`src/rtl/qlu_pkg.sv`:
```
// Shared types, constants and the control program of the Q-learning update unit.
// Depends on nothing; every other file of the block but qlu_ram imports it.
package qlu_pkg;

    // Table geometry defaults
    localparam int QLU_NUM_STATES  = 4;
    localparam int QLU_NUM_ACTIONS = 4;

    // Configuration register indexes
    localparam logic [2:0] REG_DISCOUNT = 3'd0;
    localparam logic [2:0] REG_RATE     = 3'd1;
    localparam logic [2:0] REG_REWARD0  = 3'd2;
    localparam logic [2:0] REG_REWARD1  = 3'd3;
    localparam logic [2:0] REG_REWARD2  = 3'd4;
    localparam logic [2:0] REG_REWARD3  = 3'd5;
    localparam logic [2:0] REG_MASK     = 3'd6;

    // Register reset values
    localparam logic [3:0]  RST_DISCOUNT = 4'd8;
    localparam logic [3:0]  RST_RATE     = 4'd5;
    localparam logic [15:0] RST_REWARD0  = 16'd1000;
    localparam logic [15:0] RST_REWARD1  = 16'hFFF6;   // -10
    localparam logic [15:0] RST_REWARD2  = 16'hFF06;   // -250
    localparam logic [15:0] RST_REWARD3  = 16'hFE0C;   // -500
    localparam logic [15:0] RST_MASK     = 16'hF731;

    // Arithmetic constants
    localparam logic signed [23:0] QLU_MAX_FLOOR = -24'sd100;
    localparam logic signed [27:0] QLU_SUM_MAX   = 28'sd8388607;
    localparam logic signed [27:0] QLU_SUM_MIN   = -28'sd8388608;
    // ceil(2^33 / 10): exact truncating divide by ten for magnitudes below 2^29
    localparam logic [29:0]        QLU_RECIP10   = 30'd858993460;

    // Configuration bundle handed to the datapath
    typedef struct packed {
        logic [3:0]       disc;
        logic [3:0]       rate;
        logic [3:0][15:0] reward;
        logic [15:0]      mask;
    } cfg_t;

    // Datapath operations
    typedef enum logic [2:0] {
        OP_NONE,
        OP_LOAD,
        OP_MUL_DISC,
        OP_RECIP,
        OP_DELTA,
        OP_MUL_RATE,
        OP_UPDATE,
        OP_EMIT
    } op_t;

    // What the read issued in this step feeds in the next cycle
    typedef enum logic [1:0] {
        TAG_NONE,
        TAG_MAX,
        TAG_CUR,
        TAG_ARG
    } tag_t;

    typedef enum logic {
        RSEL_ROW,
        RSEL_CUR
    } rsel_t;

    // Sequencer branch conditions
    typedef enum logic [2:0] {
        JC_NEXT,      // advance
        JC_GOTO,      // jump to target
        JC_IN_WAIT,   // hold until an input item is offered, then advance
        JC_ACT_MORE,  // jump to target while actions remain, else advance
        JC_OUT_FREE   // hold while the result register is blocked, else jump
    } jc_t;

    typedef logic [3:0] step_t;

    localparam step_t ST_WAIT   = 4'd0;
    localparam step_t ST_RDMAX  = 4'd1;
    localparam step_t ST_RDCUR  = 4'd2;
    localparam step_t ST_MULD   = 4'd3;
    localparam step_t ST_DIV1   = 4'd4;
    localparam step_t ST_DELTA  = 4'd5;
    localparam step_t ST_MULR   = 4'd6;
    localparam step_t ST_DIV2   = 4'd7;
    localparam step_t ST_UPDATE = 4'd8;
    localparam step_t ST_RDARG  = 4'd9;
    localparam step_t ST_DRAIN  = 4'd10;
    localparam step_t ST_EMIT   = 4'd11;

    typedef struct packed {
        op_t   op;
        rsel_t rsel;
        tag_t  tag;
        jc_t   jc;
        step_t target;
    } uword_t;

    // Controls from sequencer to datapath
    typedef struct packed {
        op_t   op;
        rsel_t rsel;
        tag_t  tag;
    } ctrl_t;

    // Status from datapath to sequencer
    typedef struct packed {
        logic in_valid;
        logic out_full;
    } stat_t;

    function automatic uword_t qlu_cw(input op_t op, input rsel_t rsel, input tag_t tag,
                                      input jc_t jc, input step_t target);
        uword_t w;
        w.op     = op;
        w.rsel   = rsel;
        w.tag    = tag;
        w.jc     = jc;
        w.target = target;
        return w;
    endfunction

    // Control program
    function automatic uword_t qlu_ucode(input step_t step);
        uword_t w;
        unique case (step)
            ST_WAIT:   w = qlu_cw(OP_LOAD,     RSEL_ROW, TAG_NONE, JC_IN_WAIT,  ST_WAIT);
            ST_RDMAX:  w = qlu_cw(OP_NONE,     RSEL_ROW, TAG_MAX,  JC_ACT_MORE, ST_RDMAX);
            ST_RDCUR:  w = qlu_cw(OP_NONE,     RSEL_CUR, TAG_CUR,  JC_NEXT,     ST_WAIT);
            ST_MULD:   w = qlu_cw(OP_MUL_DISC, RSEL_ROW, TAG_NONE, JC_NEXT,     ST_WAIT);
            ST_DIV1:   w = qlu_cw(OP_RECIP,    RSEL_ROW, TAG_NONE, JC_NEXT,     ST_WAIT);
            ST_DELTA:  w = qlu_cw(OP_DELTA,    RSEL_ROW, TAG_NONE, JC_NEXT,     ST_WAIT);
            ST_MULR:   w = qlu_cw(OP_MUL_RATE, RSEL_ROW, TAG_NONE, JC_NEXT,     ST_WAIT);
            ST_DIV2:   w = qlu_cw(OP_RECIP,    RSEL_ROW, TAG_NONE, JC_NEXT,     ST_WAIT);
            ST_UPDATE: w = qlu_cw(OP_UPDATE,   RSEL_CUR, TAG_NONE, JC_NEXT,     ST_WAIT);
            ST_RDARG:  w = qlu_cw(OP_NONE,     RSEL_ROW, TAG_ARG,  JC_ACT_MORE, ST_RDARG);
            ST_DRAIN:  w = qlu_cw(OP_NONE,     RSEL_ROW, TAG_NONE, JC_NEXT,     ST_WAIT);
            ST_EMIT:   w = qlu_cw(OP_EMIT,     RSEL_ROW, TAG_NONE, JC_OUT_FREE, ST_WAIT);
            default:   w = qlu_cw(OP_NONE,     RSEL_ROW, TAG_NONE, JC_GOTO,     ST_WAIT);
        endcase
        return w;
    endfunction

    // Clamp a 2 bit index to limit-1
    function automatic logic [1:0] qlu_clamp(input logic [1:0] v, input int limit);
        return (int'(v) >= limit) ? 2'(limit - 1) : v;
    endfunction

endpackage

```
`src/rtl/qlu_seq.sv`:
```
// Microcode sequencer: step counter, action loop counter and control program fetch.
// Depends on qlu_pkg for the program table and control types.
module qlu_seq
    import qlu_pkg::*;
#(
    parameter int NUM_ACTIONS = QLU_NUM_ACTIONS,
    localparam int ACT_W      = $clog2(NUM_ACTIONS)
) (
    input  logic             clk,
    input  logic             rst_n,
    input  stat_t            stat,
    output ctrl_t            ctrl,
    output logic [ACT_W-1:0] act
);

    localparam logic [ACT_W-1:0] ACT_LAST = ACT_W'(NUM_ACTIONS - 1);

    step_t            step_reg, step_next;
    logic [ACT_W-1:0] act_reg, act_next;
    uword_t           word;

    // Fetch the control word of the current step
    assign word      = qlu_ucode(step_reg);
    assign ctrl.op   = word.op;
    assign ctrl.rsel = word.rsel;
    assign ctrl.tag  = word.tag;
    assign act       = act_reg;

    // Branch on the word's condition
    always_comb
    begin
        step_next = step_reg + 4'd1;
        act_next  = act_reg;
        unique case (word.jc)
            JC_NEXT:
            begin
            end
            JC_GOTO:
            begin
                step_next = word.target;
            end
            JC_IN_WAIT:
            begin
                if (!stat.in_valid)
                begin
                    step_next = step_reg;
                end
            end
            JC_ACT_MORE:
            begin
                if (act_reg != ACT_LAST)
                begin
                    step_next = word.target;
                    act_next  = act_reg + 1'b1;
                end
                else
                begin
                    act_next = '0;
                end
            end
            JC_OUT_FREE:
            begin
                step_next = stat.out_full ? step_reg : word.target;
            end
            default:
            begin
                step_next = ST_WAIT;
            end
        endcase
    end

    // Hold step and loop counter
    always_ff @(posedge clk or negedge rst_n)
    begin
        if (!rst_n)
        begin
            step_reg <= ST_WAIT;
            act_reg  <= '0;
        end
        else
        begin
            step_reg <= step_next;
            act_reg  <= act_next;
        end
    end

endmodule

```
`config.mk`:
```
export PLATFORM = sky130hd
export DESIGN_NAME = qlu_seq
export DESIGN_NICKNAME = d
export VERILOG_FILES = /design/src/rtl/qlu_pkg.sv /design/src/rtl/qlu_seq.sv
export SDC_FILE = /design/constraint.sdc
export NUM_CORES = 1
export LEC_CHECK = 0
export BUFFER_PORTS_ARGS = -buffer_cell sky130_fd_sc_hd__buf_2
export CORE_AREA = 2 2 39 41
export CTS_BUF_LIST = sky130_fd_sc_hd__clkbuf_4 sky130_fd_sc_hd__clkbuf_8
export CTS_CLUSTER_SIZE = 14
export DETAILED_ROUTE_END_ITERATION = 10
export DIE_AREA = 0 0 41 43
export PLACE_DENSITY = 0.69
export SYNTH_ARGS = -nofsm -noshare
export SYNTH_HDL_FRONTEND = slang
export SYNTH_SLANG_ARGS = --single-unit
export TNS_END_PERCENT = 30
```
`constraint.sdc`:
```
create_clock -name clk -period 3.5 [get_ports clk]
set_input_delay 0.175 -clock clk [delete_from_list [all_inputs] [get_ports clk]]
set_output_delay 0.175 -clock clk [all_outputs]
set_load 0.01 [all_outputs]
```
* Yosys cells after proc, flatten, opt, wreduce, memory -nomap -nowiden
Memory sizes are Yosys's and may differ from the RTL's.
Index checks and enable logic that the tools add are counted.
** Word-level totals
- Output and inout port bits :: 8
- Memory bits (read-only) :: 176
- Input bits :: 4
- Bits in registers :: 6
- Memories kept :: 1
- Word-level logic and storage cells :: 19
** Memory list
- (name not given) :: words 16, width 11, read ports 1, clocked after memory_dff 0, write ports 0, RTL line qlu_pkg.sv:126 : unique case (step)
** Operators by class
- Reduce and logical (&&, ||, !) cells :: 2
- Equality and inequality tests :: 7
- $add $sub $neg :: 2
- Muxes and demuxes :: 5
** Operators with widths (count)
- one-hot mux 4 bit (5 select lines) :: 1
- two-way mux 4 bit :: 3
- == test 3 x 2 -> 1 bit, second input constant :: 2
- inequality test 2 bit, second input constant :: 3
- adder 4 x 1 -> 4 bit, second input constant :: 1
- == test 3 x 1 -> 1 bit, second input constant :: 1
- == test 3 bit, second input constant :: 1
- zero test 3 bit :: 1
- adder 2 x 1 -> 2 bit, second input constant :: 1
- two-way mux 2 bit :: 1
- AND reduction 2 bit :: 1

* Depth between registers and ports, before layout
An unclocked memory read counts as a cell.
- Depth after elaboration :: 4
- Mapped depth :: 7
- Mapped depth without buffers :: 6

* Worst setup path after synthesis
No wires, ideal clock.
- Kind :: flip-flop to flip-flop
- Start :: reg step_reg[1]
- End :: reg act_reg[1], in the netlist act[1]
- Arrival time :: 1.657 ns
- Data required time :: 3.375 ns
- Path buffers :: 0
- Setup time :: 0.125 ns
- Setup slack :: 1.719 ns
- Clock period less this slack :: 1.781 ns
- Cell stages (with the launch flop) :: 6
- Path through :: dfrtp_1 ha_1 ha_1 and3b_1 o21ai_1 mux2_2
** On the way
- Word-level cells in the longest chain between the ends :: 2
** Ends and longest elaborated chain
- start: declaration :: RTL line qlu_seq.sv:18 : step_t step_reg, step_next;
- start signal: assignment :: RTL line qlu_seq.sv:82 : step_reg <= step_next;
- memory (16 x 11 bit)
- == test 3 x 2 -> 1 bit :: RTL line qlu_seq.sv:34 : unique case (word.jc)
- end signal: assignment :: RTL line qlu_seq.sv:83 : act_reg <= act_next;
- end: declaration :: RTL line qlu_seq.sv:19 : logic [ACT_W-1:0] act_reg, act_next;
No other way between the ends.
A chain may end at the register's enable or synchronous reset.

* Worst setup path in the final report
- Start :: reg step_reg[1]
- End :: reg step_reg[0]
** On the way
- Word-level cells in the longest chain between the ends :: 4
- Elaborated cells on any way between the ends :: 12
- Classes of those cells :: 6 x eq/ne; 3 x mux; 2 x reduce/logical; 1 x memory
** Ends and longest elaborated chain (RTL line)
- memory (16 x 11 bit) *
- == test 3 x 2 -> 1 bit or == test 3 bit (tied branches) :: qlu_seq.sv:34
- inequality test 2 bit (no line)
- AND reduction 2 bit (no line)
Every way passes the cells marked *; elsewhere a longest branch is shown, timed or not. The select of a mux whose other input is x is not followed.

==> flow_metrics.tcl <==
set metrics [dict create \
    drt-wirelength-per-cell_um 12.55 \
    dr.pass1.iters 5 \
    rsz0062_at_grt "false" \
    antenna_found_initial 0 \
    largest_register_ffs 4 \
    via_per_inst 5.375 \
    min_period_over_period_pct 59.64 \
    cts_resized 0 \
    ant_nets 0 \
    clock_sinks 6 \
    clk_path_buf_depth 2 \
    synth_area_um2 594.3 \
    die-area_um2 1763 \
    synth_area_leaders "dfrtp_1 (25%), ha_1 (15%), o21ai_0 (5.9%)" \
    dp_hpwl_um 894.7 \
    cts-htree-levels 1 \
    crit_end "step_reg[0]" \
    worstSetupEndpointType "register" \
    holdWs_ps 299.7 \
    globalplace.congestion 0.8217 \
    cp.depth 6 \
    power_leakage_uw 0.0003137 \
    min_path_type "in2async" \
    drtIter0Drc 13 \
    reg2reg_slack_ps 1410 \
    postCtsSetupBuffers 0 \
    grt_max_degree 19 \
    postCtsHoldBufs 1 \
    total_power_uw 670.7 \
    critPathTopFamily "compound AO/OA/AOI/OAI gates" \
    arrival_ps 2200 \
    crit_top_cell "ha_1" \
    grt_first_pass_wirelength_um 2021 \
    path_cells "ha_1 > ha_1 > and3b_1 > o21ai_1 > a2bb2oi_1 > o211ai_1" \
    cts_tree "yes" \
    synth_top_family_by_area "compound AO/OA/AOI/OAI gates" \
    diodes 0 \
    synth_top_area_cell "dfrtp_1" \
    synth_xor_area_share_pct 0 \
    post-route-drc-count 0 \
    r2r_cells 6 \
    synth_cell_types 34 \
    syn_inst 68 \
    relSlewSlack_pct 67.16 \
    syn_area_per_cell_um2 8.740 \
    finalSetupViolCount 0 \
    power.density_nw_per_um2 983.5 \
    numPortBuffers 11 \
    synth_top_area_share_pct 25.26 \
    die_w_um 41 \
    grt_pass1_vias 496 \
    slowest_stage "dfrtp_1" \
    reg2reg_to "step_reg[0]" \
    drive_gt1_share_pct 25.00 \
    areaGrowthSynthToFinish_pct 14.74 \
    hold_violations 0 \
    vias 516 \
    path_clk_slew_ps 40 \
    yosys_warnings 0 \
    final_common_cell "buf_2" \
    crit_type "reg2reg" \
    path_max_fanout 10 \
    grt_use_total_pct 16.62 \
    setup_tns_ps 0 \
    fin_crit_ps 2087 \
    path_buf_inv 0 \
    synth_seq_cells 6 \
    crit_start "step_reg[1]" \
    synthMuxAreaShare_pct 3.789 \
    syn-num-nets 79 \
    routed_wirelength_um 1205 \
    fmax_mhz 479.0 \
    crit_required_ps 3610 \
    final_util_pct 49.28 \
    synth-adder-area-share_pct 14.74 \
    start_util_pct 42.95 \
    layout.nets 93 \
    cts_root_buf "clkbuf_4" \
    clk_latency_ps 240 \
    r2r_start "step_reg[1]" \
    synth_compound_area_share_pct 29.26 \
    status "completed" \
    vdd.ir_drop.worst_mv 0.3780 \
    synthSimpleGateAreaFrac_pct 20.42 \
    fin_skew_ps 0.7641 \
    num_io_pins 12 \
    start_kind "register" \
    cap_violations 0 \
    max_stage_delay_ps 510 \
    die_h_um 43 \
    tightest_slew_ps 492.7 \
    coreArea_um2 1384 \
    ys_seq_area_share_pct 25.26 \
    fp-row-count 14 \
    cts_buffers 3 \
    overflow 0 \
    slew_violations 0 \
    final_cell_mix "buf_2 (11), o21ai_0 (7), ha_1 (7), dfrtp_1 (6)" \
]
==> report_power, final <==
group          internal [uW]  leakage, uW  switching (uW)
clock network           38.7    0.0000138            23.4
registers                103    0.0000764            71.6
logic                    208     0.000224             226
total                    350     0.000314             321
==> per-stage QoR <==
step	area [um2]	instances	setup slack [ps]
global placement	649.4	92	1552
floorplan	594.3	68	1719
detailed placement	649.4	92	1441
finish	681.9	96	1413
CTS	681.9	96	1432
global route	681.9	96	1309
==> layout make-up <==
class	instances	area [um2]
clock buffer	3	22.52
fill	128	701.9
inverter	5	18.77
multi-input combinational	54	405.4
sequential	6	150.1
tap	16	20.02
timing repair buffer	12	65.06
==> how the worst min path moves through the flow <==
stage             endpoint  depth (start not counted)  slack, ps
6_report       step_reg[1]                          2        300
5_1_grt             act[0]                          2        300
4_1_cts             act[0]                          2        290
3_5_place_dp        act[0]                          1         10
3_3_place_gp        act[1]                          1         10
2_1_floorplan       act[0]                          0       -120
==> worst reg2reg max path: stages (launching register included) <==
cell and delay, ps:
dfrtp_1 510, ha_1 230, ha_1 280, and3b_1 210, o21ai_1 300, a2bb2oi_1 320
o211ai_1 120
==> cell usage after synthesis (all sizes together) <==
cell	number
or4	2
nor4	1
nor3	2
a21boi	1
inv	5
a31oi	1
or2	3
buf	2
a21oi	2
o21a	1
a2bb2oi	1
nor2b	1
and2b	1
o211ai	2
a2111oi	1
o2bb2ai	1
and3b	1
nand2b	1
nand2	5
o21ba	1
ha	7
a21o	2
a22o	1
dfrtp	6
nor2	3
o2111ai	1
mux2	2
o21ai	8
nand3	2
clkbuf	1
==> per-layer routing <==
layer | global-route usage [%] | vias up | wire length (um)
met1 | 24.17 | 236 | 601
met2 | 21.88 | 8 | 557
li1 | - | 270 | -
met5 | 0 | - | 0
met4 | 11.33 | 0 | 10
met3 | 2.094 | 2 | 34
==> kinds of logic (layout without fill, tap and decap cells) <==
group                    after synthesis  count (layout)
buffers and inverters                  8              20
AO/OA/AOI/OAI                         23              23
multiplexers                           2               2
flip-flops                             6               6
adder cells (fa/ha/maj)                7               7
AND/OR/NAND/NOR                       22              22
No activity file was read; power rests on OpenSTA's default activity.
